===== src/sv/assert_macros.svh =====
// Assertion macros shared by the range lookup RTL.
// Included by modules that carry concurrent assertions; no other dependencies.
`ifndef ASSERT_MACROS_SVH
`define ASSERT_MACROS_SVH
`ifndef SYNTHESIS
// Property must hold at every clock edge outside reset.
`define SRMT_ASSERT(lbl, clk, rstn, prop, msg) \
  lbl: assert property (@(posedge clk) disable iff (!(rstn)) (prop)) else $error(msg);
// Condition must never be true outside reset.
`define SRMT_ASSERT_NEVER(lbl, clk, rstn, cond, msg) \
  lbl: assert property (@(posedge clk) disable iff (!(rstn)) !(cond)) else $error(msg);
`else
`define SRMT_ASSERT(lbl, clk, rstn, prop, msg)
`define SRMT_ASSERT_NEVER(lbl, clk, rstn, cond, msg)
`endif
`endif


===== src/sv/srmt_pkg.sv =====
// Package for the smallest range match tagger: types, codes and constants.
// No dependencies; used by controller, datapath and top level.
`timescale 1ns / 1ps
package srmt_pkg;

  localparam int unsigned ADDR_W       = 64;
  localparam int unsigned TAG_W        = 8;
  localparam int unsigned SLOT_W       = 4;
  localparam int unsigned ENTRY_W      = 2 * ADDR_W + 2 * TAG_W;
  localparam int unsigned TABLE_SHIFT  = 52;
  localparam int unsigned COLUMN_SHIFT = 48;
  localparam logic [ADDR_W-1:0] MARKER = 64'h0A00_0000_0000_0000;

  localparam logic FUNC_LOAD   = 1'b0;
  localparam logic FUNC_LOOKUP = 1'b1;

  typedef enum logic [1:0] {
    ST_IDLE,
    ST_SCAN,
    ST_DRAIN,
    ST_DONE
  } ctrl_state_e;

  // controller -> datapath
  typedef struct packed {
    logic load;     // write one entry from the input ports
    logic start;    // latch lookup address, clear running best
    logic issue;    // read the entry at the scan counter, advance it
    logic publish;  // move the final result into the output register
  } srmt_cmd_t;

  // datapath -> controller
  typedef struct packed {
    logic last_issue;  // scan counter sits on the last entry
    logic pipe_busy;   // compare pipeline still holds an entry
    logic out_free;    // output register can take a result this cycle
  } srmt_sts_t;

endpackage


===== src/sv/srmt_ram.sv =====
// Generic single-write, single-read RAM with registered read data.
// No dependencies.
`timescale 1ns / 1ps
module srmt_ram #(
  parameter int unsigned WIDTH = 8,
  parameter int unsigned DEPTH = 16,
  localparam int unsigned AW   = (DEPTH > 1) ? $clog2(DEPTH) : 1
) (
  input  logic             clk_i,
  input  logic             we_i,
  input  logic [AW-1:0]    waddr_i,
  input  logic [WIDTH-1:0] wdata_i,
  input  logic             re_i,
  input  logic [AW-1:0]    raddr_i,
  output logic [WIDTH-1:0] rdata_o
);

  logic [WIDTH-1:0] mem_q [DEPTH];
  logic [WIDTH-1:0] rdata_q;

  always_ff @(posedge clk_i) begin
    if (we_i) begin
      mem_q[waddr_i] <= wdata_i;
    end
    if (re_i) begin
      rdata_q <= mem_q[raddr_i];
    end
  end

  assign rdata_o = rdata_q;

endmodule


===== src/sv/srmt_ctrl.sv =====
// Controller state machine for the range lookup: input handshake and scan sequencing.
// Depends on srmt_pkg and assert_macros.svh.
`timescale 1ns / 1ps
`include "assert_macros.svh"
module srmt_ctrl (
  input  logic                clk_i,
  input  logic                rst_ni,
  input  logic                in_valid_i,
  input  logic                func_i,
  output logic                in_ready_o,
  input  srmt_pkg::srmt_sts_t sts_i,
  output srmt_pkg::srmt_cmd_t cmd_o
);

  srmt_pkg::ctrl_state_e state_q, state_d;

  always_ff @(posedge clk_i or negedge rst_ni) begin
    if (!rst_ni) begin
      state_q <= srmt_pkg::ST_IDLE;
    end else begin
      state_q <= state_d;
    end
  end

  always_comb begin
    state_d = state_q;
    case (state_q)
      srmt_pkg::ST_IDLE: begin
        if (in_valid_i && (func_i == srmt_pkg::FUNC_LOOKUP)) begin
          state_d = srmt_pkg::ST_SCAN;
        end
      end
      srmt_pkg::ST_SCAN: begin
        if (sts_i.last_issue) begin
          state_d = srmt_pkg::ST_DRAIN;
        end
      end
      srmt_pkg::ST_DRAIN: begin
        if (!sts_i.pipe_busy) begin
          state_d = srmt_pkg::ST_DONE;
        end
      end
      srmt_pkg::ST_DONE: begin
        if (sts_i.out_free) begin
          state_d = srmt_pkg::ST_IDLE;
        end
      end
      default: state_d = srmt_pkg::ST_IDLE;
    endcase
  end

  always_comb begin
    in_ready_o = 1'b0;
    cmd_o      = '0;
    case (state_q)
      srmt_pkg::ST_IDLE: begin
        in_ready_o = 1'b1;
        if (in_valid_i) begin
          cmd_o.load  = (func_i == srmt_pkg::FUNC_LOAD);
          cmd_o.start = (func_i == srmt_pkg::FUNC_LOOKUP);
        end
      end
      srmt_pkg::ST_SCAN: begin
        cmd_o.issue = 1'b1;
      end
      srmt_pkg::ST_DRAIN: begin
      end
      srmt_pkg::ST_DONE: begin
        cmd_o.publish = sts_i.out_free;
      end
      default: begin
      end
    endcase
  end

  // pipeline must be empty whenever a new item can enter
  `SRMT_ASSERT(a_idle_pipe_empty, clk_i, rst_ni,
    (state_q == srmt_pkg::ST_IDLE) |-> !sts_i.pipe_busy, "pipeline busy in idle")
  // result is only taken once every entry has been compared
  `SRMT_ASSERT(a_done_pipe_empty, clk_i, rst_ni,
    (state_q == srmt_pkg::ST_DONE) |-> !sts_i.pipe_busy, "result taken before drain")
  // scan ends only after the last entry was issued
  `SRMT_ASSERT(a_scan_complete, clk_i, rst_ni,
    ((state_q == srmt_pkg::ST_DRAIN) && ($past(state_q) == srmt_pkg::ST_SCAN))
      |-> $past(sts_i.last_issue), "scan left early")

endmodule


===== src/sv/srmt_dpath.sv =====
// Datapath for the range lookup: entry RAM, valid bits, compare pipeline, output register.
// Depends on srmt_pkg, srmt_ram and assert_macros.svh.
`timescale 1ns / 1ps
`include "assert_macros.svh"
module srmt_dpath #(
  parameter int unsigned ENTRIES = 16
) (
  input  logic                                clk_i,
  input  logic                                rst_ni,
  input  srmt_pkg::srmt_cmd_t                 cmd_i,
  output srmt_pkg::srmt_sts_t                 sts_o,
  input  logic [srmt_pkg::SLOT_W-1:0]         entry_index_i,
  input  logic [srmt_pkg::ADDR_W-1:0]         range_start_i,
  input  logic [srmt_pkg::ADDR_W-1:0]         range_end_i,
  input  logic [srmt_pkg::TAG_W-1:0]          table_tag_i,
  input  logic [srmt_pkg::TAG_W-1:0]          column_tag_i,
  input  logic [srmt_pkg::ADDR_W-1:0]         lookup_address_i,
  output logic                                out_valid_o,
  input  logic                                out_ready_i,
  output logic [srmt_pkg::ADDR_W-1:0]         tagged_address_o,
  output logic                                hit_o,
  output logic [srmt_pkg::SLOT_W-1:0]         matched_entry_o
);
  localparam int unsigned IDX_W = (ENTRIES > 1) ? $clog2(ENTRIES) : 1;
  localparam int unsigned EXT_W = (IDX_W > srmt_pkg::SLOT_W) ? IDX_W : srmt_pkg::SLOT_W;
  localparam int unsigned AW    = srmt_pkg::ADDR_W;
  localparam int unsigned TW    = srmt_pkg::TAG_W;

  // ---- load path ----
  logic [EXT_W-1:0]             slot_ext;
  logic                         slot_ok;
  logic                         wr_en;
  logic [IDX_W-1:0]             wr_addr;
  logic [srmt_pkg::ENTRY_W-1:0] wr_data;
  logic [ENTRIES-1:0]           valid_q;

  assign slot_ext = EXT_W'(entry_index_i);
  assign slot_ok  = (32'(entry_index_i) < 32'(ENTRIES));
  assign wr_en    = cmd_i.load && slot_ok;
  assign wr_addr  = slot_ext[IDX_W-1:0];
  assign wr_data  = {range_start_i, range_end_i, table_tag_i, column_tag_i};

  always_ff @(posedge clk_i or negedge rst_ni) begin
    if (!rst_ni) begin
      valid_q <= '0;
    end else if (wr_en) begin
      valid_q[wr_addr] <= 1'b1;
    end
  end

  // ---- scan counter and RAM read ----
  logic [IDX_W-1:0]             cnt_q, cnt_d;
  logic [srmt_pkg::ENTRY_W-1:0] rd_data;

  assign cnt_d = cmd_i.start ? '0 : (cmd_i.issue ? cnt_q + IDX_W'(1) : cnt_q);

  always_ff @(posedge clk_i or negedge rst_ni) begin
    if (!rst_ni) begin
      cnt_q <= '0;
    end else begin
      cnt_q <= cnt_d;
    end
  end

  srmt_ram #(
    .WIDTH (srmt_pkg::ENTRY_W),
    .DEPTH (ENTRIES)
  ) u_ram (
    .clk_i   (clk_i),
    .we_i    (wr_en),
    .waddr_i (wr_addr),
    .wdata_i (wr_data),
    .re_i    (cmd_i.issue),
    .raddr_i (cnt_q),
    .rdata_o (rd_data)
  );

  // stage 1: RAM data out, valid bit and index alongside
  logic             s1_vld_q;
  logic             s1_ent_vld_q;
  logic [IDX_W-1:0] s1_idx_q;
  logic [AW-1:0]    s1_low, s1_high;
  logic [TW-1:0]    s1_tt, s1_ct;

  assign {s1_low, s1_high, s1_tt, s1_ct} = rd_data;

  always_ff @(posedge clk_i or negedge rst_ni) begin
    if (!rst_ni) begin
      s1_vld_q <= 1'b0;
    end else begin
      s1_vld_q <= cmd_i.issue;
    end
  end

  always_ff @(posedge clk_i) begin
    if (cmd_i.issue) begin
      s1_ent_vld_q <= valid_q[cnt_q];
      s1_idx_q     <= cnt_q;
    end
  end

  // stage 2: containment test and span
  logic             s2_vld_q;
  logic             s2_match_q;
  logic [AW-1:0]    s2_span_q;
  logic [IDX_W-1:0] s2_idx_q;
  logic [TW-1:0]    s2_tt_q, s2_ct_q;
  logic [AW-1:0]    addr_q;
  logic             s1_match;

  assign s1_match = s1_ent_vld_q && (addr_q >= s1_low) && (addr_q <= s1_high);

  always_ff @(posedge clk_i or negedge rst_ni) begin
    if (!rst_ni) begin
      s2_vld_q <= 1'b0;
    end else begin
      s2_vld_q <= s1_vld_q;
    end
  end

  always_ff @(posedge clk_i) begin
    if (s1_vld_q) begin
      s2_match_q <= s1_match;
      s2_span_q  <= s1_high - s1_low;
      s2_idx_q   <= s1_idx_q;
      s2_tt_q    <= s1_tt;
      s2_ct_q    <= s1_ct;
    end
  end

  // stage 3: running best, strict compare keeps the lowest index on a tie
  logic             found_q;
  logic [AW-1:0]    best_span_q;
  logic [IDX_W-1:0] best_idx_q;
  logic [TW-1:0]    best_tt_q, best_ct_q;
  logic             take;

  assign take = s2_vld_q && s2_match_q && (!found_q || (s2_span_q < best_span_q));

  always_ff @(posedge clk_i or negedge rst_ni) begin
    if (!rst_ni) begin
      found_q <= 1'b0;
    end else if (cmd_i.start) begin
      found_q <= 1'b0;
    end else if (take) begin
      found_q <= 1'b1;
    end
  end

  always_ff @(posedge clk_i) begin
    if (cmd_i.start) begin
      addr_q <= lookup_address_i;
    end
    if (take) begin
      best_span_q <= s2_span_q;
      best_idx_q  <= s2_idx_q;
      best_tt_q   <= s2_tt_q;
      best_ct_q   <= s2_ct_q;
    end
  end

  // ---- output register ----
  logic                           out_valid_q;
  logic [AW-1:0]                  out_addr_q;
  logic                           out_hit_q;
  logic [srmt_pkg::SLOT_W-1:0]    out_match_q;
  logic [EXT_W-1:0]               best_idx_ext;
  logic [AW-1:0]                  tag_addr;

  assign best_idx_ext = EXT_W'(best_idx_q);
  assign tag_addr = addr_q | srmt_pkg::MARKER
                  | (AW'(best_tt_q) << srmt_pkg::TABLE_SHIFT)
                  | (AW'(best_ct_q) << srmt_pkg::COLUMN_SHIFT);

  always_ff @(posedge clk_i or negedge rst_ni) begin
    if (!rst_ni) begin
      out_valid_q <= 1'b0;
    end else if (cmd_i.publish) begin
      out_valid_q <= 1'b1;
    end else if (out_ready_i) begin
      out_valid_q <= 1'b0;
    end
  end

  always_ff @(posedge clk_i) begin
    if (cmd_i.publish) begin
      out_addr_q  <= found_q ? tag_addr : addr_q;
      out_hit_q   <= found_q;
      out_match_q <= found_q ? best_idx_ext[srmt_pkg::SLOT_W-1:0] : '0;
    end
  end

  assign out_valid_o      = out_valid_q;
  assign tagged_address_o = out_addr_q;
  assign hit_o            = out_hit_q;
  assign matched_entry_o  = out_match_q;

  assign sts_o.last_issue = (cnt_q == IDX_W'(ENTRIES - 1));
  assign sts_o.pipe_busy  = s1_vld_q || s2_vld_q;
  assign sts_o.out_free   = !out_valid_q || out_ready_i;

  // stage 2 is only ever filled from stage 1
  `SRMT_ASSERT(a_s2_from_s1, clk_i, rst_ni,
    s2_vld_q |-> $past(s1_vld_q), "stage 2 filled without stage 1")
  // a miss reports entry zero
  `SRMT_ASSERT(a_miss_entry_zero, clk_i, rst_ni,
    (out_valid_q && !out_hit_q) |-> (out_match_q == '0), "miss with nonzero entry")
  // a stalled result stays put until it is taken
  `SRMT_ASSERT(a_out_hold, clk_i, rst_ni,
    (out_valid_q && !out_ready_i) |=> (out_valid_q && $stable(out_addr_q)), "result dropped")

endmodule


===== src/sv/smallest_range_match_tagger.sv =====
// Top level of the smallest range match tagger.
// Depends on srmt_pkg, srmt_ctrl, srmt_dpath (and through it srmt_ram).
`timescale 1ns / 1ps
// Usage:
// - One input channel (in_valid_i / in_ready_o) carries two kinds of transaction:
//   func_i = 0 loads one table entry (bounds, table tag, column tag) and marks it
//   valid; func_i = 1 looks up lookup_address_i. Loads give no result.
// - One output channel (out_valid_o / out_ready_i) returns one transaction per
//   lookup: the tagged address, a hit flag and the winning entry index.
// - A load leaves the controller in idle, so in_ready_o stays high.
// - A lookup reads the entry RAM once per entry through its single read port.
//   The controller then waits in its drain state until the read and compare
//   stages are empty, and in its done state moves the result into the output
//   register; in_ready_o stays low from acceptance until it is back in idle,
//   so a new transaction is not taken until the lookup is through.
// - If the receiver stalls, the result waits in the output register; further
//   loads and a new lookup scan still proceed, and a finished lookup then waits
//   until the output register frees up before the input side reopens.
// - Reset clears all valid bits, the controller and the output valid; entry
//   contents are not cleared, since only valid entries are ever compared.
module smallest_range_match_tagger #(
  parameter int unsigned ENTRIES = 16
) (
  input  logic                        clk_i,
  input  logic                        rst_ni,
  input  logic                        in_valid_i,
  output logic                        in_ready_o,
  input  logic                        func_i,
  input  logic [srmt_pkg::SLOT_W-1:0] entry_index_i,
  input  logic [srmt_pkg::ADDR_W-1:0] range_start_i,
  input  logic [srmt_pkg::ADDR_W-1:0] range_end_i,
  input  logic [srmt_pkg::TAG_W-1:0]  table_tag_i,
  input  logic [srmt_pkg::TAG_W-1:0]  column_tag_i,
  input  logic [srmt_pkg::ADDR_W-1:0] lookup_address_i,
  output logic                        out_valid_o,
  input  logic                        out_ready_i,
  output logic [srmt_pkg::ADDR_W-1:0] tagged_address_o,
  output logic                        hit_o,
  output logic [srmt_pkg::SLOT_W-1:0] matched_entry_o
);

  // command and status between the sequencer and the datapath
  srmt_pkg::srmt_cmd_t cmd;
  srmt_pkg::srmt_sts_t sts;

  srmt_ctrl u_ctrl (
    .clk_i      (clk_i),
    .rst_ni     (rst_ni),
    .in_valid_i (in_valid_i),
    .func_i     (func_i),
    .in_ready_o (in_ready_o),
    .sts_i      (sts),
    .cmd_o      (cmd)
  );

  // entry RAM, valid bits, three-stage compare and output register
  srmt_dpath #(
    .ENTRIES (ENTRIES)
  ) u_dpath (
    .clk_i            (clk_i),
    .rst_ni           (rst_ni),
    .cmd_i            (cmd),
    .sts_o            (sts),
    .entry_index_i    (entry_index_i),
    .range_start_i    (range_start_i),
    .range_end_i      (range_end_i),
    .table_tag_i      (table_tag_i),
    .column_tag_i     (column_tag_i),
    .lookup_address_i (lookup_address_i),
    .out_valid_o      (out_valid_o),
    .out_ready_i      (out_ready_i),
    .tagged_address_o (tagged_address_o),
    .hit_o            (hit_o),
    .matched_entry_o  (matched_entry_o)
  );

endmodule

===== config.mk =====
export PLATFORM = sky130hd
export DESIGN_NAME = smallest_range_match_tagger
export DESIGN_NICKNAME = d
export VERILOG_FILES = /design/src/sv/srmt_pkg.sv /design/src/sv/srmt_ram.sv /design/src/sv/srmt_ctrl.sv /design/src/sv/srmt_dpath.sv /design/src/sv/smallest_range_match_tagger.sv
export VERILOG_INCLUDE_DIRS = /design/src /design/src/sv
export SDC_FILE = /design/constraint.sdc
export NUM_CORES = 2
export LEC_CHECK = 0
export BUFFER_PORTS_ARGS = -buffer_cell sky130_fd_sc_hd__buf_4
export CAP_MARGIN = 5
export CORE_UTILIZATION = 50
export CTS_CLUSTER_DIAMETER = 60
export CTS_CLUSTER_SIZE = 25
export DETAILED_ROUTE_END_ITERATION = 16
export GPL_TIMING_DRIVEN = 0
export PLACE_DENSITY_LB_ADDON = 0.1
export SYNTH_ARGS = -nofsm -noshare
export SYNTH_HDL_FRONTEND = slang
export SYNTH_SLANG_ARGS = --single-unit
export TNS_END_PERCENT = 100

===== constraint.sdc =====
create_clock -name clk_i -period 15 [get_ports clk_i]
set_input_delay 3 -clock clk_i [delete_from_list [all_inputs] [get_ports clk_i]]
set_output_delay 3 -clock clk_i [all_outputs]
set_load 0.02 [all_outputs]

==> flow_metrics.py <==
metrics = {
    "detailed_routing": {
        "via_count": 52800,
        "wirelength_um": 284000,
        "wl_per_cell_um": 33.1,
        "viasPerCell": 6.14,
        "antenna_left": 0,
        "drtPass1Iterations": 5,
        "drt_iter0_drc": 5594,
        "drc": 0,
    },
    "timing": {
        "drv_slew": 0,
        "rsz0062_at_grt": "no",
        "fmax_ghz": 0.192,
        "worst_slack_ns": 9.78,
        "setup_viol": 0,
        "report.final.hold_viol_count": 0,
        "skew_ns": 0.0415,
        "fin_setup_tns_ns": 0,
        "tightestPinTransition_ns": 1.40,
        "period_share_pct": 34.8,
        "slew_headroom_pct": 6.96,
        "period_needed_ns": 5.22,
    },
    "logic_synthesis": {
        "synthArstFlopShare_pct": 0.948,
        "netlist_instances": 4932,
        "ys.flop_type": "edfxtp_1",
        "syn-num-nets": 5409,
        "seq_area_frac_synth_pct": 76.1,
        "synth_warnings": 0,
        "netlist_area_mm2": 0.108,
        "syn_avg_cell_area_um2": 21.9,
        "synthTopCellsByArea": "edfxtp_1 (76%), mux4_2 (15%), ha_1 (3.0%), a21o_1 (0.81%), inv_1 (0.74%)",
        "synth_top_area_share_pct": 75.5,
        "ys_seq_elements": 2743,
        "yosysTopAreaCell": "edfxtp_1",
        "synth-edff-count": 2717,
        "synthDistinctLibCells": 61,
    },
    "clock_network": {
        "clk_path_buf_depth": 3,
        "cts_resized": 0,
        "path_clk_slew_ns": 0.09,
        "ctsHoldBuffers": 0,
        "clock_latency_ns": 0.88,
        "numClockSinks": 2743,
        "cts_tree": "done",
        "htreeDepth": 4,
        "cts_made_buffers": 174,
        "root_buffer": "clkbuf_16",
        "cts_setup_buffers": 0,
    },
    "run": {
        "maxCapViolCount": 0,
    },
    "place": {
        "place_hpwl_um": 193000,
        "gp_congestion": 0.939,
        "numPortBuffers": 285,
        "placed_area_mm2": 0.117,
        "place_ws_ns": 8.90,
    },
    "power_and_ir_drop": {
        "p_total_mw": 22.6,
        "p_per_area_mw_per_mm2": 182,
        "switchingPower_mw": 7.54,
        "swShare_pct": 33.4,
        "leakage_nw": 40.8,
        "internal_power_mw": 15.0,
        "irDropWorstVdd_v": 0.000134,
        "combinationalPowerShare_pct": 33.0,
        "seq_power_share_pct": 43.3,
        "power_frac_clock_pct": 23.7,
    },
    "floorplanning": {
        "ioPinCount": 288,
        "fp-row-count": 170,
        "die_area_mm2": 0.218,
        "dieHeight_um": 467,
        "core_mm2": 0.215,
        "start_util_pct": 50.3,
        "die_x_um": 467,
    },
    "finish": {
        "final_cell_area_mm2": 0.124,
        "drive_gt1_share_pct": 27.7,
        "area_growth_syn_to_layout_pct": 14.6,
        "final_common_cell": "edfxtp_1",
        "fin_util_pct": 57.7,
        "mostFrequentLayoutCells": "edfxtp_1 (2717), mux4_2 (715), buf_4 (290), ha_1 (258), inv_1 (212)",
        "n_fill_cell": 15700,
        "nets": 6080,
    },
    "grt": {
        "grt_pass1_vias": 53100,
        "grtUsageTotal_pct": 26.3,
        "overflow": 0,
        "antenna_found_initial": 39,
        "grt_max_degree": 50,
        "grt_pass1_wl_um": 399000,
    },
    "worst_setup_path": {
        "critPathLaunchType": "input port",
        "crit_type": "input port to flip-flop",
        "r2r_cells": 13,
        "worstPathArrival_ns": 5.78,
        "path_max_fanout": 8,
        "cp-end-kind": "flip-flop",
        "required_ns": 15.56,
    },
    "hold_path": {
        "hold_class": "flip-flop to flip-flop",
        "hold_depth": 0,
    },
    "run_status": {
        "status": "finished, final reports clean",
    },
}
-- worst paths after layout --
| check | startpoint | to | slack (ns) |
|---|---|---|---|
| worst max register to register | u_dpath.s2_span_q[61]$_DFFE_PP_ | u_dpath.best_span_q[6]$_DFFE_PP_ | 10.36 |
| worst min register to register | u_dpath.u_ram.rdata_o[1]$_DFFE_PP_ | u_dpath.s2_ct_q[1]$_DFFE_PP_ | 0.41 |
| worst max-delay path | func_i | u_dpath.u_ram.mem_q[0][35]$_DFFE_PP_ | 9.78 |
| max in group asynchronous | rst_ni | u_dpath.s1_vld_q$_DFF_PN0_ | 12.57 |
| worst min-delay path | u_dpath.u_ram.rdata_o[1]$_DFFE_PP_ | u_dpath.s2_ct_q[1]$_DFFE_PP_ | 0.41 |
| min in group asynchronous | rst_ni | u_dpath.out_valid_o$_DFFE_PN0P_ | 2.03 |
-- kinds of logic after synthesis --
kind of cell,Yosys count,share of synthesized area (%)
xor gates and xnor gates,64,0.519
DFF,2743,76.1
buffers and inverters,400,1.39
muxes,716,14.9
AOI/OAI and AO/OA,421,2.50
and+or+nand+nor,328,1.53
adders and majority gates,260,3.02
-- final cells by class --
| cell class | count | area [um^2] | area share, % |
|---|---|---|---|
| flip-flops and latches | 2743 | 82200 | 66.4 |
| multi-input cells | 1789 | 24400 | 19.7 |
| repair buffers | 495 | 5750 | 4.64 |
| clock buffers | 184 | 4470 | 3.61 |
| well taps | 2838 | 3550 | 2.87 |
| clock inverters | 136 | 1770 | 1.43 |
| inverters | 212 | 796 | 0.643 |
| plain buffers | 188 | 729 | 0.589 |
| diodes | 11 | 27.5 | 0.0222 |
-- synth_stat cells (33+ instances only) --
master,count
edfxtp_1,2717
mux4_2,715
ha_1,259
inv_1,212
a21oi_1,138
clkbuf_1,134
a21o_1,116
nor2_1,77
nand2_1,74
o21ai_0,71
nand4_1,65
buf_1,51
xnor2_1,33
-- stage by stage --
stage	hold WS (ns)	instances
5_1_grt	0.426	8593
3_3_place_gp	0.402	8055
6_report	0.410	8596
3_5_place_dp	0.405	8262
2_1_floorplan	0.400	4932
4_1_cts	0.413	8582
-- layer usage --
layer  track usage [%]  part of all wire, %  vias up
met5                 0                0.052        -
met1              36.0                   40    28700
met3              4.06                  6.4      327
li1                  -                    -    22000
met2              44.3                   51     1794
met4              7.18                  2.4       22
-- worst max-delay path: stages --
cell and delay [ns]:
buf_4 0.12, nand3b_1 0.21, or3_1 0.51, nor3_2 0.78
buf_6 0.26, buf_6 0.17, buf_6 0.16, buf_6 0.18
buf_6 0.19, buf_8 0.16
-- power by group through the flow --
stage          sequential (mW)  combinational (mW)  clock, mW
3_5_place_dp              9.93                7.47          0
5_1_grt                   9.82                8.01       5.68
4_1_cts                   9.77                7.50       5.44
6_report                  9.77                7.44       5.35
3_3_place_gp              10.1                7.22          0
2_1_floorplan             9.82                4.84          0
-- flip-flops by register name (all words and copies together) (netlist names) --
| name | count |
|---|---|
| u_ctrl.state_q | 2 |
| u_dpath.addr_q | 64 |
| u_dpath.best_ct_q | 8 |
| u_dpath.best_idx_ext | 4 |
| u_dpath.best_span_q | 64 |
| u_dpath.best_tt_q | 6 |
| u_dpath.cnt_q | 4 |
| u_dpath.found_q | 1 |
| u_dpath.hit_o | 1 |
| u_dpath.matched_entry_o | 4 |
| u_dpath.out_valid_o | 1 |
| u_dpath.s1_ent_vld_q | 1 |
| u_dpath.s1_idx_q | 4 |
| u_dpath.s1_vld_q | 1 |
| u_dpath.s2_ct_q | 8 |
| u_dpath.s2_idx_q | 4 |
| u_dpath.s2_match_q | 1 |
| u_dpath.s2_span_q | 64 |
| u_dpath.s2_tt_q | 6 |
| u_dpath.s2_vld_q | 1 |
| u_dpath.tagged_address_o | 64 |
| u_dpath.u_ram.mem_q | 2272 |
| u_dpath.u_ram.rdata_o | 142 |
| u_dpath.valid_q | 16 |
No activity file was read; power rests on OpenSTA's default activity.
